## config.mk

```make
export PLATFORM = sky130hd
export DESIGN_NAME = sorted_set_union_intersection
export DESIGN_NICKNAME = d
export VERILOG_FILES = /design/src/hdl/sus_pkg.sv /design/src/hdl/sus_ram.sv /design/src/hdl/sus_front.sv /design/src/hdl/sus_back.sv /design/src/hdl/sorted_set_union_intersection.sv
export SDC_FILE = /design/constraint.sdc
export NUM_CORES = 1
export LEC_CHECK = 0
export BUFFER_PORTS_ARGS = -buffer_cell sky130_fd_sc_hd__buf_2
export CAP_MARGIN = 5
export CORE_ASPECT_RATIO = 1.4
export CORE_MARGIN = 2
export CORE_UTILIZATION = 30
export CTS_CLUSTER_SIZE = 14
export DETAILED_ROUTE_END_ITERATION = 16
export GPL_TIMING_DRIVEN = 0
export PLACE_DENSITY_LB_ADDON = 0.08
export RECOVER_POWER = 100
export SETUP_SLACK_MARGIN = 0.4
export SYNTH_ARGS = -nofsm -noshare
export SYNTH_HDL_FRONTEND = slang
export SYNTH_HIERARCHICAL = 1
export SYNTH_SLANG_ARGS = --single-unit
```

## constraint.sdc

```tcl
create_clock -name clk -period 6.1 [get_ports clk]
set_clock_uncertainty 0.05 [all_clocks]
set_input_delay 0.305 -clock clk [delete_from_list [all_inputs] [get_ports clk]]
set_output_delay 0.305 -clock clk [all_outputs]
set_load 0.05 [all_outputs]
```

## src/hdl/sus_pkg.sv

```systemverilog
package sus_pkg;

	// command codes as seen on the input
	localparam logic [2:0] FN_APPEND_A  = 3'd0;
	localparam logic [2:0] FN_APPEND_B  = 3'd1;
	localparam logic [2:0] FN_UNION     = 3'd2;
	localparam logic [2:0] FN_INTERSECT = 3'd3;
	localparam logic [2:0] FN_CLEAR     = 3'd4;

	// command queue between front and back
	localparam int QUEUE_DEPTH = 4;
	localparam int QPTR_W      = $clog2(QUEUE_DEPTH);
	localparam int QCNT_W      = $clog2(QUEUE_DEPTH + 1);

	typedef struct packed {
		logic [2:0]         func;
		logic signed [31:0] value;
	} cmd_t;

	typedef struct packed {
		logic signed [31:0] value_res;
		logic               last;
		logic               none;
		logic               overflow;
	} result_t;

	// head of the command queue as the back end sees it
	typedef struct packed {
		logic valid;
		cmd_t cmd;
	} queue_head_t;

endpackage

```

## src/hdl/sus_ram.sv

```systemverilog
module sus_ram #(
	parameter int WIDTH = 32,
	parameter int DEPTH = 16,
	parameter int AW    = (DEPTH > 1) ? $clog2(DEPTH) : 1
) (
	input  logic             clk,
	input  logic             we,
	input  logic [AW-1:0]    waddr,
	input  logic [WIDTH-1:0] wdata,
	input  logic [AW-1:0]    raddr,
	output logic [WIDTH-1:0] rdata
);

	logic [WIDTH-1:0] mem [DEPTH];

	// one write port, registered read returning old data on collision
	always_ff @(posedge clk) begin
		if (we) begin
			mem[waddr] <= wdata;
		end
		rdata <= mem[raddr];
	end

endmodule

```

## src/hdl/sus_front.sv

```systemverilog
module sus_front (
	input  logic                clk,
	input  logic                arst_n,
	input  logic                start,
	output logic                busy,
	input  sus_pkg::cmd_t       cmd,
	output sus_pkg::queue_head_t head,
	input  logic                pop
);
	import sus_pkg::*;

	cmd_t              entry_q [QUEUE_DEPTH];
	logic [QPTR_W-1:0] wr_ptr_q;
	logic [QPTR_W-1:0] rd_ptr_q;
	logic [QCNT_W-1:0] count_q;
	logic              known_func;
	logic              push;
	logic              do_pop;

	// classify: only defined codes are queued, the rest are consumed here
	always_comb begin
		case (cmd.func)
			FN_APPEND_A, FN_APPEND_B, FN_UNION, FN_INTERSECT, FN_CLEAR: known_func = 1'b1;
			default: known_func = 1'b0;
		endcase
	end

	assign busy   = (count_q == QCNT_W'(QUEUE_DEPTH));
	assign push   = start && !busy && known_func;
	assign do_pop = pop && (count_q != '0);

	assign head.valid = (count_q != '0);
	assign head.cmd   = entry_q[rd_ptr_q];

	// queue pointers and fill level
	always_ff @(posedge clk or negedge arst_n) begin
		if (!arst_n) begin
			wr_ptr_q <= '0;
			rd_ptr_q <= '0;
			count_q  <= '0;
		end else begin
			if (push) begin
				wr_ptr_q <= wr_ptr_q + 1'b1;
			end
			if (do_pop) begin
				rd_ptr_q <= rd_ptr_q + 1'b1;
			end
			case ({push, do_pop})
				2'b10:   count_q <= count_q + 1'b1;
				2'b01:   count_q <= count_q - 1'b1;
				default: count_q <= count_q;
			endcase
		end
	end

	// queue storage
	always_ff @(posedge clk) begin
		if (push) begin
			entry_q[wr_ptr_q] <= cmd;
		end
	end

endmodule

```

## src/hdl/sus_back.sv

```systemverilog
module sus_back #(
	parameter int LIST_DEPTH = 16
) (
	input  logic                 clk,
	input  logic                 arst_n,
	input  sus_pkg::queue_head_t head,
	output logic                 pop,
	output sus_pkg::result_t     result,
	output logic                 result_strobe
);
	import sus_pkg::*;

	localparam int CW = $clog2(LIST_DEPTH + 1);
	localparam int AW = (LIST_DEPTH > 1) ? $clog2(LIST_DEPTH) : 1;

	localparam logic [1:0] ST_IDLE  = 2'd0;
	localparam logic [1:0] ST_PRIME = 2'd1;
	localparam logic [1:0] ST_MERGE = 2'd2;

	logic [1:0]         state_q;
	logic [CW-1:0]      count_a_q;
	logic [CW-1:0]      count_b_q;
	logic               dropped_q;
	logic [CW-1:0]      ia_q;
	logic [CW-1:0]      ib_q;
	logic               union_q;
	logic               pend_valid_q;
	logic signed [31:0] pend_val_q;
	result_t            res_q;
	logic               strobe_q;

	logic [CW-1:0]      ia_d;
	logic [CW-1:0]      ib_d;
	logic               we_a;
	logic               we_b;
	logic [31:0]        rdata_a;
	logic [31:0]        rdata_b;
	logic               a_ok;
	logic               b_ok;
	logic               adv_a;
	logic               adv_b;
	logic               emit;
	logic signed [31:0] emit_val;
	logic               finish;
	logic               a_room;
	logic               b_room;

	assign pop    = (state_q == ST_IDLE) && head.valid;
	assign a_room = (count_a_q < CW'(LIST_DEPTH));
	assign b_room = (count_b_q < CW'(LIST_DEPTH));
	assign we_a   = pop && (head.cmd.func == FN_APPEND_A) && a_room;
	assign we_b   = pop && (head.cmd.func == FN_APPEND_B) && b_room;

	assign ia_d = ia_q + CW'(adv_a);
	assign ib_d = ib_q + CW'(adv_b);

	sus_ram #(.WIDTH(32), .DEPTH(LIST_DEPTH), .AW(AW)) u_ram_a (
		.clk   (clk),
		.we    (we_a),
		.waddr (count_a_q[AW-1:0]),
		.wdata (head.cmd.value),
		.raddr (ia_d[AW-1:0]),
		.rdata (rdata_a)
	);

	sus_ram #(.WIDTH(32), .DEPTH(LIST_DEPTH), .AW(AW)) u_ram_b (
		.clk   (clk),
		.we    (we_b),
		.waddr (count_b_q[AW-1:0]),
		.wdata (head.cmd.value),
		.raddr (ib_d[AW-1:0]),
		.rdata (rdata_b)
	);

	// one head comparison per merge cycle
	always_comb begin
		a_ok     = (ia_q < count_a_q);
		b_ok     = (ib_q < count_b_q);
		adv_a    = 1'b0;
		adv_b    = 1'b0;
		emit     = 1'b0;
		emit_val = rdata_a;
		finish   = 1'b0;
		if (state_q == ST_MERGE) begin
			if (a_ok && b_ok) begin
				if (rdata_a == rdata_b) begin
					adv_a = 1'b1;
					adv_b = 1'b1;
					emit  = 1'b1;
				end else if ($signed(rdata_a) < $signed(rdata_b)) begin
					adv_a = 1'b1;
					emit  = union_q;
				end else begin
					adv_b    = 1'b1;
					emit     = union_q;
					emit_val = rdata_b;
				end
			end else if (union_q && a_ok) begin
				adv_a = 1'b1;
				emit  = 1'b1;
			end else if (union_q && b_ok) begin
				adv_b    = 1'b1;
				emit     = 1'b1;
				emit_val = rdata_b;
			end else begin
				finish = 1'b1;
			end
		end
	end

	// sequencer, list counts and sticky overflow
	always_ff @(posedge clk or negedge arst_n) begin
		if (!arst_n) begin
			state_q      <= ST_IDLE;
			count_a_q    <= '0;
			count_b_q    <= '0;
			dropped_q    <= 1'b0;
			ia_q         <= '0;
			ib_q         <= '0;
			union_q      <= 1'b0;
			pend_valid_q <= 1'b0;
			strobe_q     <= 1'b0;
		end else begin
			strobe_q <= 1'b0;
			case (state_q)
				ST_IDLE: begin
					if (pop) begin
						case (head.cmd.func)
							FN_APPEND_A: begin
								if (a_room) begin
									count_a_q <= count_a_q + 1'b1;
								end else begin
									dropped_q <= 1'b1;
								end
							end
							FN_APPEND_B: begin
								if (b_room) begin
									count_b_q <= count_b_q + 1'b1;
								end else begin
									dropped_q <= 1'b1;
								end
							end
							FN_UNION, FN_INTERSECT: begin
								union_q      <= (head.cmd.func == FN_UNION);
								ia_q         <= '0;
								ib_q         <= '0;
								pend_valid_q <= 1'b0;
								state_q      <= ST_PRIME;
							end
							FN_CLEAR: begin
								count_a_q <= '0;
								count_b_q <= '0;
								dropped_q <= 1'b0;
							end
							default: begin
							end
						endcase
					end
				end
				ST_PRIME: begin
					state_q <= ST_MERGE;
				end
				ST_MERGE: begin
					ia_q <= ia_d;
					ib_q <= ib_d;
					if (emit) begin
						pend_valid_q <= 1'b1;
						strobe_q     <= pend_valid_q;
					end
					if (finish) begin
						strobe_q <= 1'b1;
						state_q  <= ST_IDLE;
					end
				end
				default: begin
					state_q <= ST_IDLE;
				end
			endcase
		end
	end

	// result payload: one item is held back so the final one can carry last
	always_ff @(posedge clk) begin
		if (state_q == ST_MERGE) begin
			if (emit) begin
				pend_val_q      <= emit_val;
				res_q.value_res <= pend_val_q;
				res_q.last      <= 1'b0;
				res_q.none      <= 1'b0;
				res_q.overflow  <= dropped_q;
			end
			if (finish) begin
				res_q.value_res <= pend_valid_q ? pend_val_q : '0;
				res_q.last      <= 1'b1;
				res_q.none      <= !pend_valid_q;
				res_q.overflow  <= dropped_q;
			end
		end
	end

	assign result        = res_q;
	assign result_strobe = strobe_q;

endmodule

```

## src/hdl/sorted_set_union_intersection.sv

```systemverilog
// Sorted set union / intersection engine. Commands enter on start while busy is low and go
// into a four-entry queue; busy rises only when that queue is full. Unknown codes are accepted
// and dropped at the front end without reaching the queue. Appends and clears are done in the
// back end as they are taken from the queue. A run is taken from the queue, then primes the
// list memories, then makes one head comparison per step (count_a + count_b at most) and
// ends with a closing step that gives the item marked last; the queue blocks new commands only
// once four are waiting. Results appear one per cycle at most, each on result for exactly one
// cycle with result_strobe high; the receiver cannot stall them, and the last item of every
// run carries last. An empty result is a single item with none and last set.
// overflow reports a dropped append since the last clear on every result item.
module sorted_set_union_intersection #(
	parameter int LIST_DEPTH = 16
) (
	input  logic             clk,
	input  logic             arst_n,
	input  logic             start,
	output logic             busy,
	input  sus_pkg::cmd_t    cmd,
	output sus_pkg::result_t result,
	output logic             result_strobe
);
	import sus_pkg::*;

	queue_head_t head;
	logic        pop;

	// front end: accept and classify commands into the queue
	sus_front u_front (
		.clk    (clk),
		.arst_n (arst_n),
		.start  (start),
		.busy   (busy),
		.cmd    (cmd),
		.head   (head),
		.pop    (pop)
	);

	// back end: list storage and merge sequencer
	sus_back #(.LIST_DEPTH(LIST_DEPTH)) u_back (
		.clk           (clk),
		.arst_n        (arst_n),
		.head          (head),
		.pop           (pop),
		.result        (result),
		.result_strobe (result_strobe)
	);

	// an empty run gives one closing item with a zero value
	a_none_is_last: assert property (@(posedge clk) disable iff (!arst_n)
		result_strobe && result.none |-> result.last && (result.value_res == '0))
		else $error("empty-result item not marked last or value not zero");

	// back end never takes a transaction from an empty queue
	a_pop_valid: assert property (@(posedge clk) disable iff (!arst_n)
		pop |-> head.valid)
		else $error("pop with empty command queue");

	// the closing item of a run is followed by a quiet cycle
	a_gap_after_last: assert property (@(posedge clk) disable iff (!arst_n)
		result_strobe && result.last |=> !result_strobe)
		else $error("result strobe right after last item");

endmodule

```

# ---- Word level (Yosys, flattened, before mapping)
# Memory sizes are Yosys's and may differ from the RTL's. A register that Yosys moved wholly into a read port is not among the register bits.
# Index checks and enable logic that the tools add are counted.
dict set report totals {
  ramBits 1164
  memories 3
  in_bits 38
  register_bits 100
}
dict set report classes {
  n_eq_ne 22
  magnitude_cmp 5
  reduce_logical 34
  n_mux 57
  n_addsub 8
}
# memory words word_bits rd rd_clocked_by_memory_dff wr line_no
set memory_table {}
lappend memory_table {u_back.u_ram_a.mem 16 32 1 1 1 sus_ram.sv:14} ;# logic [WIDTH-1:0] mem [DEPTH];
lappend memory_table {u_back.u_ram_b.mem 16 32 1 1 1 sus_ram.sv:14}
lappend memory_table {u_front.entry_q 4 35 1 0 1 sus_front.sv:12} ;# cmd_t entry_q [QUEUE_DEPTH];
# op count
set op_table {}
lappend op_table {{$mux 32} 6}
lappend op_table {{$mux 35} 2}
lappend op_table {{$pmux 5 s2} 4}
lappend op_table {{$mux 1} 34}
lappend op_table {{$eq 32x32->1} 1}
lappend op_table {{$lt 32x32->1} 1}
lappend op_table {{$mux 5} 4}
lappend op_table {{$eq 3x2->1 const B} 4}
lappend op_table {{$reduce_and 4->1} 3}
lappend op_table {{$logic_and 1x1->1} 11}
lappend op_table {{$add 5x1->5} 2}
lappend op_table {{$add 5x1->5 const B} 2}
lappend op_table {{$lt 5x5->1} 2}
lappend op_table {{$lt 5x5->1 const B} 2}
lappend op_table {{$ne 2x1->1 const B} 5}
lappend op_table {{$reduce_bool 2->1} 5}
lappend op_table {{$eq 3x3->1 const B} 3}
lappend op_table {{$reduce_and 3->1} 3}
lappend op_table {{$eq 3x1->1 const B} 2}
lappend op_table {{$logic_not 3->1} 2}
lappend op_table {{$mux 2} 3}
lappend op_table {{$ne 2x2->1 const B} 3}
lappend op_table {{$pmux 2 s3} 1}
lappend op_table {{$pmux 3 s2} 1}
lappend op_table {{14 further kinds} 20}

# ---- Depth between registers and ports, before layout
# Gate-level depths: netlist of the first run.
dict set report depth {
  word_depth 9
  depth_mapped 17
  mapped_depth_nobuf 15
}

# ---- By module
# Netlist of the first run, hierarchy kept.
# module cells_per_inst instances seq_area_each_um2 area_per_inst_um2
set by_module_without_submodules {}
lappend by_module_without_submodules {sus_ram 838 2 16015.4 19835.3}
lappend by_module_without_submodules {sus_front 222 1 4379.2 5499.0}
lappend by_module_without_submodules {sus_back 413 1 2662.6 5113.7}

# ---- Least setup slack after synthesis of the first run
# OpenSTA, ideal clock, no wires.
dict set report synth_path {
  path_kind {register to register}
  from {reg u_front.rd_ptr_q[0]}
  to {mem u_back.u_ram_b.mem[0][0], enable pin}
  t_required_ps 5589
  path_buffers 2
  slack_ps 749
  t_arrival_ps 4840
  path_stages_with_launch 8
  setup_time_ps 461
  period_less_slack_ps 5351
  cell_sequence {dfrtp_1 -> buf_4 -> buf_6 -> mux4_2 -> or3_1 -> nor3b_2 -> or3b_2 -> nor3_1}
}
# item line_no
set synth_lines {}
lappend synth_lines {{from (decl)} sus_front.sv:14} ;# logic [QPTR_W-1:0] rd_ptr_q;
lappend synth_lines {{from (signal assigned)} sus_front.sv:46} ;# rd_ptr_q <= rd_ptr_q + 1'b1;
lappend synth_lines {{to (decl)} sus_ram.sv:14}

# ---- Worst setup path in the final report of the first run
dict set report layout_path {
  from {reg u_back.u_ram_b.rdata[11], read port of u_back.u_ram_b.mem}
  to {reg u_back.u_ram_b.rdata[16], read port of u_back.u_ram_b.mem}
}
dict set report layout_via {
  elab_chain_cells 6
  elab_cells_between_ends 7
}
# item line_no
set layout_lines {}
lappend layout_lines {{from (decl)} sus_ram.sv:11} ;# output logic [WIDTH-1:0] rdata
lappend layout_lines {{$lt 32x32->1} sus_back.sv:90} ;# end else if ($signed(rdata_a) < $signed(rdata_b)) begin
lappend layout_lines {{$mux 1} sus_back.sv:90}
lappend layout_lines {{$mux 1 (*)} sus_back.sv:86} ;# if (rdata_a == rdata_b) begin
lappend layout_lines {{$mux 1 (*)} sus_back.sv:85} ;# if (a_ok && b_ok) begin
lappend layout_lines {{$mux 1 (*)} sus_back.sv:84} ;# if (state_q == ST_MERGE) begin
lappend layout_lines {{$add 5x1->5 (*)} sus_back.sv:55} ;# assign ib_d = ib_q + CW'(adv_b);
lappend layout_lines {{net u_back.ib_d[1]} sus_back.sv:33} ;# logic [CW-1:0] ib_d;
# Mark *: on every way through the listed nets, which the timed path passes. The rest lies on a longest branch.
# A chain may end at the register's enable or synchronous reset.

==> results of run 1 <==
## routing by layer
layer,routed length [um],global-route usage,up-vias
li1,-,-,10186
met1,53600,0.188,12583
met2,71900,0.291,470
met3,4520,0.0251,179
met4,4380,0.0590,0
met5,0,0,-
## final timing paths
path	start	endpoint	slack (ns)	cells after the start
worst max-delay path	u_back/u_ram_b/rdata[11]$_DFF_P_	u_back/u_ram_b/rdata[16]$_DFF_P_	0.53	15
min in group asynchronous	arst_n	u_front/wr_ptr_q[0]$_DFFE_PN0P_	0.56	2
max in group asynchronous	arst_n	u_back/ib_q[1]$_DFFE_PN0P_	4.32	2
worst min register to register	u_back/dropped_q$_DFFE_PN0P_	u_back/result[0]$_DFFE_PP_	0.43	0
worst max register to register	u_back/u_ram_b/rdata[11]$_DFF_P_	u_back/u_ram_b/rdata[16]$_DFF_P_	0.53	15
worst min-delay path	cmd[9]	u_front/entry_q[1][9]$_DFFE_PP_	0.30	2
## cell families after synthesis
family          count (synthesis)  synth area share
compound gates                191            0.0273
mux                           327             0.141
simple gates                  238            0.0241
xor+xnor                       18           0.00314
buf+inv                       156            0.0145
fa+ha+maj                      53            0.0133
flops                        1328             0.777
## flip-flops by register name (all words and copies together), names as in the netlist, 5 cells and up
| signal | count |
|---|---|
| u_back/ia_q | 5 |
| u_back/result | 35 |
| u_back/u_ram_b/mem | 512 |
| u_back/count_a_q | 5 |
| u_back/u_ram_a/rdata | 32 |
| u_front/entry_q | 140 |
| u_back/u_ram_b/rdata | 32 |
| u_back/count_b_q | 5 |
| u_back/ib_q | 5 |
| u_back/u_ram_a/mem | 512 |
| u_back/pend_val_q | 32 |
## metrics by stage
| step | hold WS [ns] | total power, mW | setup WS, ns | TNS (ns) | cell area [sq um] |
|---|---|---|---|---|---|
| after CTS | 0.0705 | 29.3 | 0.440 | 0 | 59400 |
| after detailed placement | 0.389 | 21.0 | 0.0232 | 0 | 54700 |
| after floorplan | -0.0406 | 17.8 | 0.749 | 0 | 50300 |
| final | 0.298 | 28.4 | 0.533 | 0 | 58900 |
| after global routing | 0.266 | 29.7 | 0.214 | 0 | 58900 |
| after global placement | 0.370 | 20.7 | -2.97 | -942.03 | 53500 |
## repair_timing
item / 4_1_cts / 5_1_grt
hold endpoints to repair: 175 / 0
setup endpoints to repair: 31 / 35
buffers inserted: 0 / 0
hold buffers: 37 / 0
resized for setup: 16 / 22
## worst max-delay path, stage by stage, from the launching register on
cell	delay, ns
dfxtp_1	0.36
inv_1	0.06
ha_1	0.35
nand4_4	0.12
nor4_1	0.58
o21ai_1	0.19
a31oi_2	0.33
mux2i_2	0.36
a21oi_1	0.14
ha_1	0.22
ha_1	0.37
buf_2	0.35
clkbuf_1	0.86
mux4_2	0.41
a22oi_1	0.25
nand2_1	0.32
## area by class of cell
class | instances | area [sq um]
inverter | 51 | 191
tap | 2237 | 2800
sequential | 1328 | 39100
multi-input combinational | 827 | 10500
buffer | 105 | 528
timing repair buffer | 175 | 1520
fill | 15544 | 107000
antenna | 2 | 5.00
clock buffer | 175 | 3680
clock inverter | 67 | 587
## cell usage after synthesis (6+ instances only)
cell type,instances,share of area
nor2_1,50,0.0037
dfxtp_1,64,0.025
mux4_2,291,0.13
dfrtp_1,33,0.016
o21ai_0,10,0.0010
ha_1,51,0.013
nand2b_1,9,0.0011
mux2_4,31,0.0093
nor3_1,10,0.0010
a22o_1,6,0.0010
clkbuf_1,40,0.0030
nand2_1,84,0.0063
buf_4,20,0.0030
xor2_1,7,0.0012
nand4_1,6,0.00075
inv_1,51,0.0038
a21o_1,6,0.00090
a22oi_1,129,0.019
nand3_1,7,0.00070
buf_2,18,0.0018
a21oi_1,19,0.0019
buf_6,6,0.0013
buf_1,21,0.0016
edfxtp_1,1231,0.74
nor2b_1,38,0.0047
xnor2_1,11,0.0019
## power groups by stage
stage	Combinational [mW]	Sequential, mW	Clock [mW]
after global placement	7.99	12.7	0
after CTS	8.38	12.5	8.38
after floorplan	5.09	12.7	0
final	7.74	12.5	8.12
after global routing	8.43	12.6	8.69
after detailed placement	8.33	12.7	0
## layout by cell type, fill, tap and decap left out, types with 24 or more instances in the layout
cell / count
clkinv_2: 24
inv_1: 51
a22oi_1: 129
clkbuf_2: 34
ha_1: 51
nand2_1: 84
nor2b_1: 38
edfxtp_1: 1231
dfrtp_1: 33
mux4_2: 291
clkbuf_1: 149
dlygate4sd3_1: 37
nor2_1: 26
clkbuf_16: 140
mux2_1: 26
dfxtp_1: 64
==> flow_metrics.py, run 1 <==
metrics = {
    "status": {
        "status": "finished, violations left",
        "violations": "max-capacitance violations, max-slew violations",
    },
    "global_routing": {
        "grt.total_usage": 0.159,
        "antenna_found_initial": 8,
        "overflow": 0,
        "grt_pass1_wl_um": 189000,
        "grt_max_degree": 36,
        "grt_pass1_vias": 25300,
    },
    "cells_and_area": {
        "fin_util": 0.354,
        "nets": 2715,
        "fin_cells": 4967,
        "drive_above_1_share": 0.240,
        "area_growth_pct": 17.2,
    },
    "timing": {
        "rsz0062_at_grt": "no",
        "relSlewSlack": -0.957,
        "hold_viol_final": 0,
        "worst_slew_pin_slew_ns": 2.93,
        "setup_viol": 0,
        "post-route-period-util": 0.913,
        "fmax_mhz": 180,
        "period_needed_ns": 5.57,
        "finalMaxSlewViolations": 229,
    },
    "power": {
        "combPwrFrac": 0.273,
        "clkPwrFrac": 0.286,
        "switching_power_mw": 8.80,
        "swShare": 0.310,
        "p_int_mw": 19.6,
        "cellPowerDensity_nw_per_um2": 481,
        "p_leak_nw": 18.5,
        "ir_drop_mv": 0.333,
        "p_seq_frac": 0.441,
    },
    "placement": {
        "io_buffer_count": 74,
        "place_hpwl_um": 90900,
        "dp.cells": 4686,
        "place.gp.congestion": 0.771,
    },
    "clock_tree": {
        "clk_pin_slew_ns": 0.06,
        "numCtsBuffers": 137,
        "root_buffer": "clkbuf_16",
        "htreeDepth": 4,
        "clk_latency_ns": 0.76,
        "clockBufferDepth": 3,
        "clock-sinks": 1328,
        "cts_tree": "done",
    },
    "drt": {
        "avgRoutedWirePerCell_um": 27.1,
        "vias": 23418,
        "drcViolationCount": 0,
        "drt-initial-drc-count": 1644,
        "dr.pass1.iters": 5,
        "ant_nets": 0,
        "wl_um": 134000,
        "post_drt_via_cell_ratio": 4.71,
    },
    "setup_path": {
        "critPathLaunchType": "register",
        "path_max_fanout": 10,
        "cp.arrival_ns": 6.06,
        "path_class": "register to register",
        "crit_required_ns": 6.59,
        "cp-end-kind": "register",
    },
    "synthesis": {
        "syn-num-nets": 2401,
        "ys_types": 61,
        "synth_edf_count": 1231,
        "ys_warn_count": 6,
        "yosys_most_used_dff": "edfxtp_1",
        "syn-instance-count": 2311,
        "synth_seq_cells": 1328,
        "async_flop_share": 0.0248,
        "syn_area_sq_um": 50300,
        "syn_area_per_cell_sq_um": 21.8,
        "yosysSeqAreaShare": 0.777,
    },
    "floorplan": {
        "dieArea_sq_um": 171000,
        "die_x_um": 350,
        "coreArea_sq_um": 166000,
        "start_util": 0.302,
        "io_pins": 75,
        "rows": 177,
        "fp.dieH_um": 488,
    },
    "run": {
        "max_cap_viol_count": 7,
    },
    "hold_path": {
        "hold_path.class": "input pin to register",
    },
}
No activity file was read; power rests on OpenSTA's default activity.
==> run 2, diff against run 1 <==
==> constraint.sdc (replaced) <==
create_clock -name clk -period 6.1 [get_ports clk]
set_clock_uncertainty 0.05 [all_clocks]
set_input_delay 0.61 -clock clk [delete_from_list [all_inputs] [get_ports clk]]
set_output_delay 0.61 -clock clk [all_outputs]
set_load 0.05 [all_outputs]
==> flow_metrics.py, run 2 (synthesis gave the netlist of run 1 again) <==
metrics = {
    "status": {
        "status": "finished, violations left",
        "violations": "max-capacitance violations, max-slew violations",
    },
    "drt": {
        "wl_um": 134000,
        "vias": 23402,
        "dr.pass1.iters": 5,
        "avgRoutedWirePerCell_um": 27.0,
        "post_drt_via_cell_ratio": 4.71,
        "ant_nets": 0,
        "drcViolationCount": 0,
        "drt-initial-drc-count": 1654,
    },
    "timing": {
        "worst_slew_pin_slew_ns": 2.91,
        "relSlewSlack": -0.938,
        "fmax_mhz": 179,
        "fin_setup_tns_ns": 0,
        "period_needed_ns": 5.58,
        "hold_viol_final": 0,
        "setup_viol": 0,
        "finalMaxSlewViolations": 229,
        "post-route-period-util": 0.915,
        "rsz0062_at_grt": "no",
    },
    "clock_tree": {
        "clk_latency_ns": 0.76,
        "clockBufferDepth": 3,
        "numCtsBuffers": 137,
        "clk_pin_slew_ns": 0.06,
        "cts_tree": "done",
        "htreeDepth": 4,
        "clock-sinks": 1328,
        "root_buffer": "clkbuf_16",
    },
    "power": {
        "cellPowerDensity_nw_per_um2": 481,
        "p_leak_nw": 18.5,
        "ir_drop_mv": 0.330,
        "finalPower_mw": 28.3,
    },
    "placement": {
        "io_buffer_count": 74,
        "place.gp.congestion": 0.771,
        "place_hpwl_um": 90900,
    },
    "setup_path": {
        "crit_required_ns": 6.59,
        "r2r_cells": 15,
        "slowest_delay_ns": 0.86,
        "path_cells": "inv_1 > ha_1 > nand4_4 > nor4_1 > o21ai_1 > a31oi_2 > mux2i_2 > a21oi_1 > ha_1 > ha_1 > buf_2 > clkbuf_1 > mux4_2 > a22oi_1 > nand2_1",
        "path_class": "register to register",
        "cp.arrival_ns": 6.08,
        "cp_slowest_cell": "clkbuf_1",
        "cp-end-kind": "register",
        "path_max_fanout": 10,
        "cp.depth": 15,
        "cpMostUsedCell": "ha_1",
        "crit_buf_inv": 3,
        "critPathLaunchType": "register",
        "crit_family": "buffers and inverters",
    },
    "cells_and_area": {
        "fillers": 15540,
        "final_cell_mix": "edfxtp_1, mux4_2, clkbuf_1",
        "drive_above_1_share": 0.240,
        "nets": 2714,
        "fin_util": 0.354,
        "largest_registers": "u_back/u_ram_a/mem: 512 flops, u_back/u_ram_b/mem: 512 flops, u_front/entry_q: 140 flops",
        "area_growth_pct": 17.2,
        "final_common_cell": "edfxtp_1",
    },
    "global_routing": {
        "overflow": 0,
        "grt.total_usage": 0.159,
        "grt_pass1_vias": 25301,
        "grt_pass1_wl_um": 189000,
        "antenna_found_initial": 8,
        "grt_max_degree": 36,
    },
    "hold_path": {
        "hold_path.class": "input pin to register",
        "hold_depth": 4,
    },
    "floorplan": {
        "fp.dieH_um": 488,
        "die_x_um": 350,
        "io_pins": 75,
        "coreArea_sq_um": 166000,
        "rows": 177,
        "start_util": 0.302,
        "dieArea_sq_um": 171000,
    },
    "run": {
        "max_cap_viol_count": 7,
    },
}
-- run 2: cell types whose count changed in the layout (fill, tap and decap cells not counted), sizes merged --
| cell | change |
|---|---|
| diode | +1 |
| dlygate4sd3 | -1 |
-- run 2: power breakdown --
part | switching (mW) | leakage [nW] | internal, mW | total [mW]
combinational | 4.97 | 4.38 | 2.76 | 7.73
clock | 3.47 | 2.10 | 4.65 | 8.12
sequential | 0.355 | 12.1 | 12.1 | 12.5
-- run 2: worst reg2reg max path, delay by kind of cell (launching register included) --
kind,cells,cell delay [ns]
buffers and inverters,3,1.30
and+or+nand+nor,3,1.04
adders and majority gates,3,0.93
AOI/OAI and AO/OA,4,0.90
muxes,2,0.78
DFF,1,0.36
-- run 2: final timing paths --
kind                                                   from                               end  slack [ns]
max                        u_back/u_ram_b/rdata[11]$_DFF_P_  u_back/u_ram_b/rdata[16]$_DFF_P_        0.52
min                                                   start   u_front/wr_ptr_q[0]$_DFFE_PN0P_        0.43
max reg2reg                u_back/u_ram_b/rdata[11]$_DFF_P_  u_back/u_ram_b/rdata[16]$_DFF_P_        0.52
min reg2reg                    u_back/dropped_q$_DFFE_PN0P_        u_back/result[0]$_DFFE_PP_        0.43
max in group asynchronous                            arst_n        u_back/ib_q[1]$_DFFE_PN0P_        4.02
min in group asynchronous                            arst_n   u_front/wr_ptr_q[0]$_DFFE_PN0P_        0.86
-- run 2: final cells by class --
type,count,area [sq um],share of cell area
multi-input cells,827,10500,0.179
clock inverters,67,587,0.00996
plain buffers,105,528,0.00896
repair buffers,174,1510,0.0257
diodes,3,7.51,0.000127
well taps,2237,2800,0.0475
flip-flops and latches,1328,39100,0.663
inverters,51,191,0.00325
clock buffers,175,3680,0.0625
-- run 2: what timing repair did --
| item | 4_1_cts | 5_1_grt |
|---|---|---|
| gates resized for setup | 16 | 22 |
| endpoints found under the hold margin | 173 | 0 |
| setup buffers | 0 | 0 |
| setup endpoints to repair | 31 | 35 |
| hold buffers | 36 | 0 |
| gates cloned | 0 | 0 |
-- run 2: routing by layer --
metal / vias to the layer above / track usage / share of wire
met1: 12562 / 0.188 / 0.40
li1: 10194 / - / -
met3: 174 / 0.0251 / 0.036
met4: 0 / 0.0590 / 0.032
met5: - / 0 / 0
met2: 472 / 0.291 / 0.53
-- run 2: stage by stage --
step                      worst slack (ns)  hold WS [ns]  cell area, sq um  instances
after CTS                            0.440         0.188             59400       4964
final                                0.518         0.430             58900       4967
after detailed placement            0.0232         0.404             54700       4686
after global placement               -2.97         0.398             53500       4622
after floorplan                      0.749         0.264             50300       2311
after global routing                 0.214         0.426             58900       4965
==> run 3, diff against run 2 <==
--- a/config.mk
+++ b/config.mk
@@ -13,6 +13,7 @@
 export CTS_CLUSTER_SIZE = 14
 export DETAILED_ROUTE_END_ITERATION = 16
 export GPL_TIMING_DRIVEN = 0
+export MAX_ROUTING_LAYER = met4
 export PLACE_DENSITY_LB_ADDON = 0.08
 export RECOVER_POWER = 100
 export SETUP_SLACK_MARGIN = 0.4
==> flow_metrics.py, run 3 (synthesis gave the netlist of run 1 again) <==
metrics = {
    "clock_tree": {
        "clk_pin_slew_ns": 0.06,
        "clockBufferDepth": 3,
        "root_buffer": "clkbuf_16",
        "numCtsBuffers": 137,
        "cts_tree": "done",
        "htreeDepth": 4,
        "post-cts-setup-buffers": 0,
        "clock-sinks": 1328,
        "clk_latency_ns": 0.76,
    },
    "floorplan": {
        "die_x_um": 350,
        "io_pins": 75,
        "rows": 177,
        "start_util": 0.302,
        "fp.dieH_um": 488,
        "dieArea_sq_um": 171000,
        "coreArea_sq_um": 166000,
    },
    "power": {
        "ir_drop_mv": 0.332,
        "cellPowerDensity_nw_per_um2": 481,
        "p_leak_nw": 18.5,
    },
    "timing": {
        "setup_viol": 0,
        "finalMaxSlewViolations": 229,
        "fmax_mhz": 180,
        "worst_slew_pin_slew_ns": 2.93,
        "hold_viol_final": 0,
        "rsz0062_at_grt": "no",
        "post-route-period-util": 0.910,
        "period_needed_ns": 5.55,
        "relSlewSlack": -0.953,
        "fin_setup_tns_ns": 0,
    },
    "drt": {
        "wl_um": 135000,
        "drt-initial-drc-count": 1667,
        "post_drt_via_cell_ratio": 4.73,
        "dr.pass1.iters": 5,
        "drcViolationCount": 0,
        "ant_nets": 0,
        "avgRoutedWirePerCell_um": 27.1,
        "vias": 23498,
    },
    "cells_and_area": {
        "nets": 2714,
        "final_common_cell": "edfxtp_1",
        "final_cell_mix": "edfxtp_1, mux4_2, clkbuf_1",
        "fin_util": 0.354,
        "fillers": 15541,
        "drive_above_1_share": 0.240,
        "area_growth_pct": 17.2,
        "largest_registers": "u_back/u_ram_a/mem: 512 flops, u_back/u_ram_b/mem: 512 flops, u_front/entry_q: 140 flops",
    },
    "global_routing": {
        "grt_max_degree": 36,
        "overflow": 0,
        "antenna_found_initial": 8,
        "grt.total_usage": 0.164,
        "grt_pass1_vias": 25278,
        "grt_pass1_wl_um": 189000,
    },
    "setup_path": {
        "crit_required_ns": 6.59,
        "path_class": "register to register",
        "cp.arrival_ns": 6.04,
        "regToRegSetupSlack_ns": 0.55,
        "reg2reg_from": "u_back/u_ram_b/rdata[12]$_DFF_P_",
        "r2r-end": "u_back/u_ram_b/rdata[16]$_DFF_P_",
        "r2r_cells": 15,
        "cp-end-kind": "register",
        "critPathLaunchType": "register",
        "path_max_fanout": 10,
    },
    "status": {
        "violations": "max-capacitance violations, max-slew violations",
        "status": "finished, violations left",
    },
    "placement": {
        "io_buffer_count": 74,
        "place.gp.congestion": 0.781,
        "place_hpwl_um": 90900,
    },
    "hold_path": {
        "hold_path.class": "register to register",
        "holdPathEnd": "u_back/result[0]$_DFFE_PP_",
        "hp-start": "u_back/dropped_q$_DFFE_PN0P_",
        "hold_depth": 0,
    },
    "run": {
        "max_cap_viol_count": 7,
    },
}
==> run 3: changes by cell type in the layout (fill, tap and decap cells not counted) <==
cell,delta
buf_4,-1
clkbuf_1,+1
diode_2,-1
==> run 3: final cells by class <==
class | count | area [sq um] | share of cell area
diodes | 2 | 5.00 | 0.0000849
plain buffers | 105 | 528 | 0.00896
clock buffers | 175 | 3680 | 0.0625
clock inverters | 67 | 587 | 0.00996
inverters | 51 | 191 | 0.00325
multi-input cells | 827 | 10500 | 0.179
flip-flops and latches | 1328 | 39100 | 0.663
well taps | 2237 | 2800 | 0.0475
repair buffers | 174 | 1510 | 0.0256
==> run 3: repair_timing <==
| action | in CTS | in global routing |
|---|---|---|
| gates resized for setup | 16 | 22 |
| setup endpoints to repair | 31 | 35 |
| hold endpoints to repair | 173 | 0 |
| hold buffers | 36 | 0 |
==> run 3: worst max-delay path, cell delays in order (launching register included) <==
cell      delay (ns)
dfxtp_1         0.40
inv_1           0.07
ha_1            0.28
nand4_2         0.12
nor4_1          0.62
o21ai_1         0.19
a31oi_2         0.33
mux2i_2         0.36
a21oi_1         0.14
ha_1            0.22
ha_1            0.37
buf_2           0.36
clkbuf_1        0.83
mux4_2          0.41
a22oi_1         0.25
nand2_1         0.31
==> run 3: worst max-delay path by stage <==
stage                                           startpoint  slack, ns  cells after the start                                   end
after floorplan            u_front/rd_ptr_q[0]$_DFFE_PN0P_       0.75                      7    u_back/u_ram_b/mem[0][0]$_DFFE_PP_
after global placement     u_front/rd_ptr_q[0]$_DFFE_PN0P_      -2.97                      7   u_back/u_ram_b/mem[0][14]$_DFFE_PP_
after detailed placement  u_back/u_ram_b/rdata[12]$_DFF_P_       0.02                     17       u_back/u_ram_a/rdata[4]$_DFF_P_
after CTS                 u_back/u_ram_b/rdata[12]$_DFF_P_       0.44                     17      u_back/u_ram_a/rdata[11]$_DFF_P_
after global routing       u_front/rd_ptr_q[0]$_DFFE_PN0P_       0.21                      8  u_back/u_ram_b/mem[12][14]$_DFFE_PP_
final                     u_back/u_ram_b/rdata[12]$_DFF_P_       0.55                     15      u_back/u_ram_b/rdata[16]$_DFF_P_
==> run 3: stage by stage <==
step           instance area [sq um]  hold slack (ns)  std cells  setup WS (ns)  power, mW
3_3_place_gp                   53500            0.398       4622          -2.97       20.7
4_1_cts                        59400            0.188       4964          0.440       29.3
6_report                       58900            0.432       4966          0.549       28.4
5_1_grt                        58900            0.428       4965          0.210       29.7
2_1_floorplan                  50300            0.264       2311          0.749       17.8
3_5_place_dp                   54700            0.404       4686         0.0232       21.0
==> run 3: power by group <==
part / switching [mW] / internal, mW
clock: 3.47 / 4.65
combinational: 4.98 / 2.76
sequential: 0.355 / 12.1
total: 8.81 / 19.6
==> run 3: metal layers <==
layer,global-route usage,wire length [um],part of all wire
met3,0.0247,4820,0.036
met1,0.187,53400,0.40
met5,-,0,0
met2,0.291,72000,0.53
met4,0.0590,4360,0.032
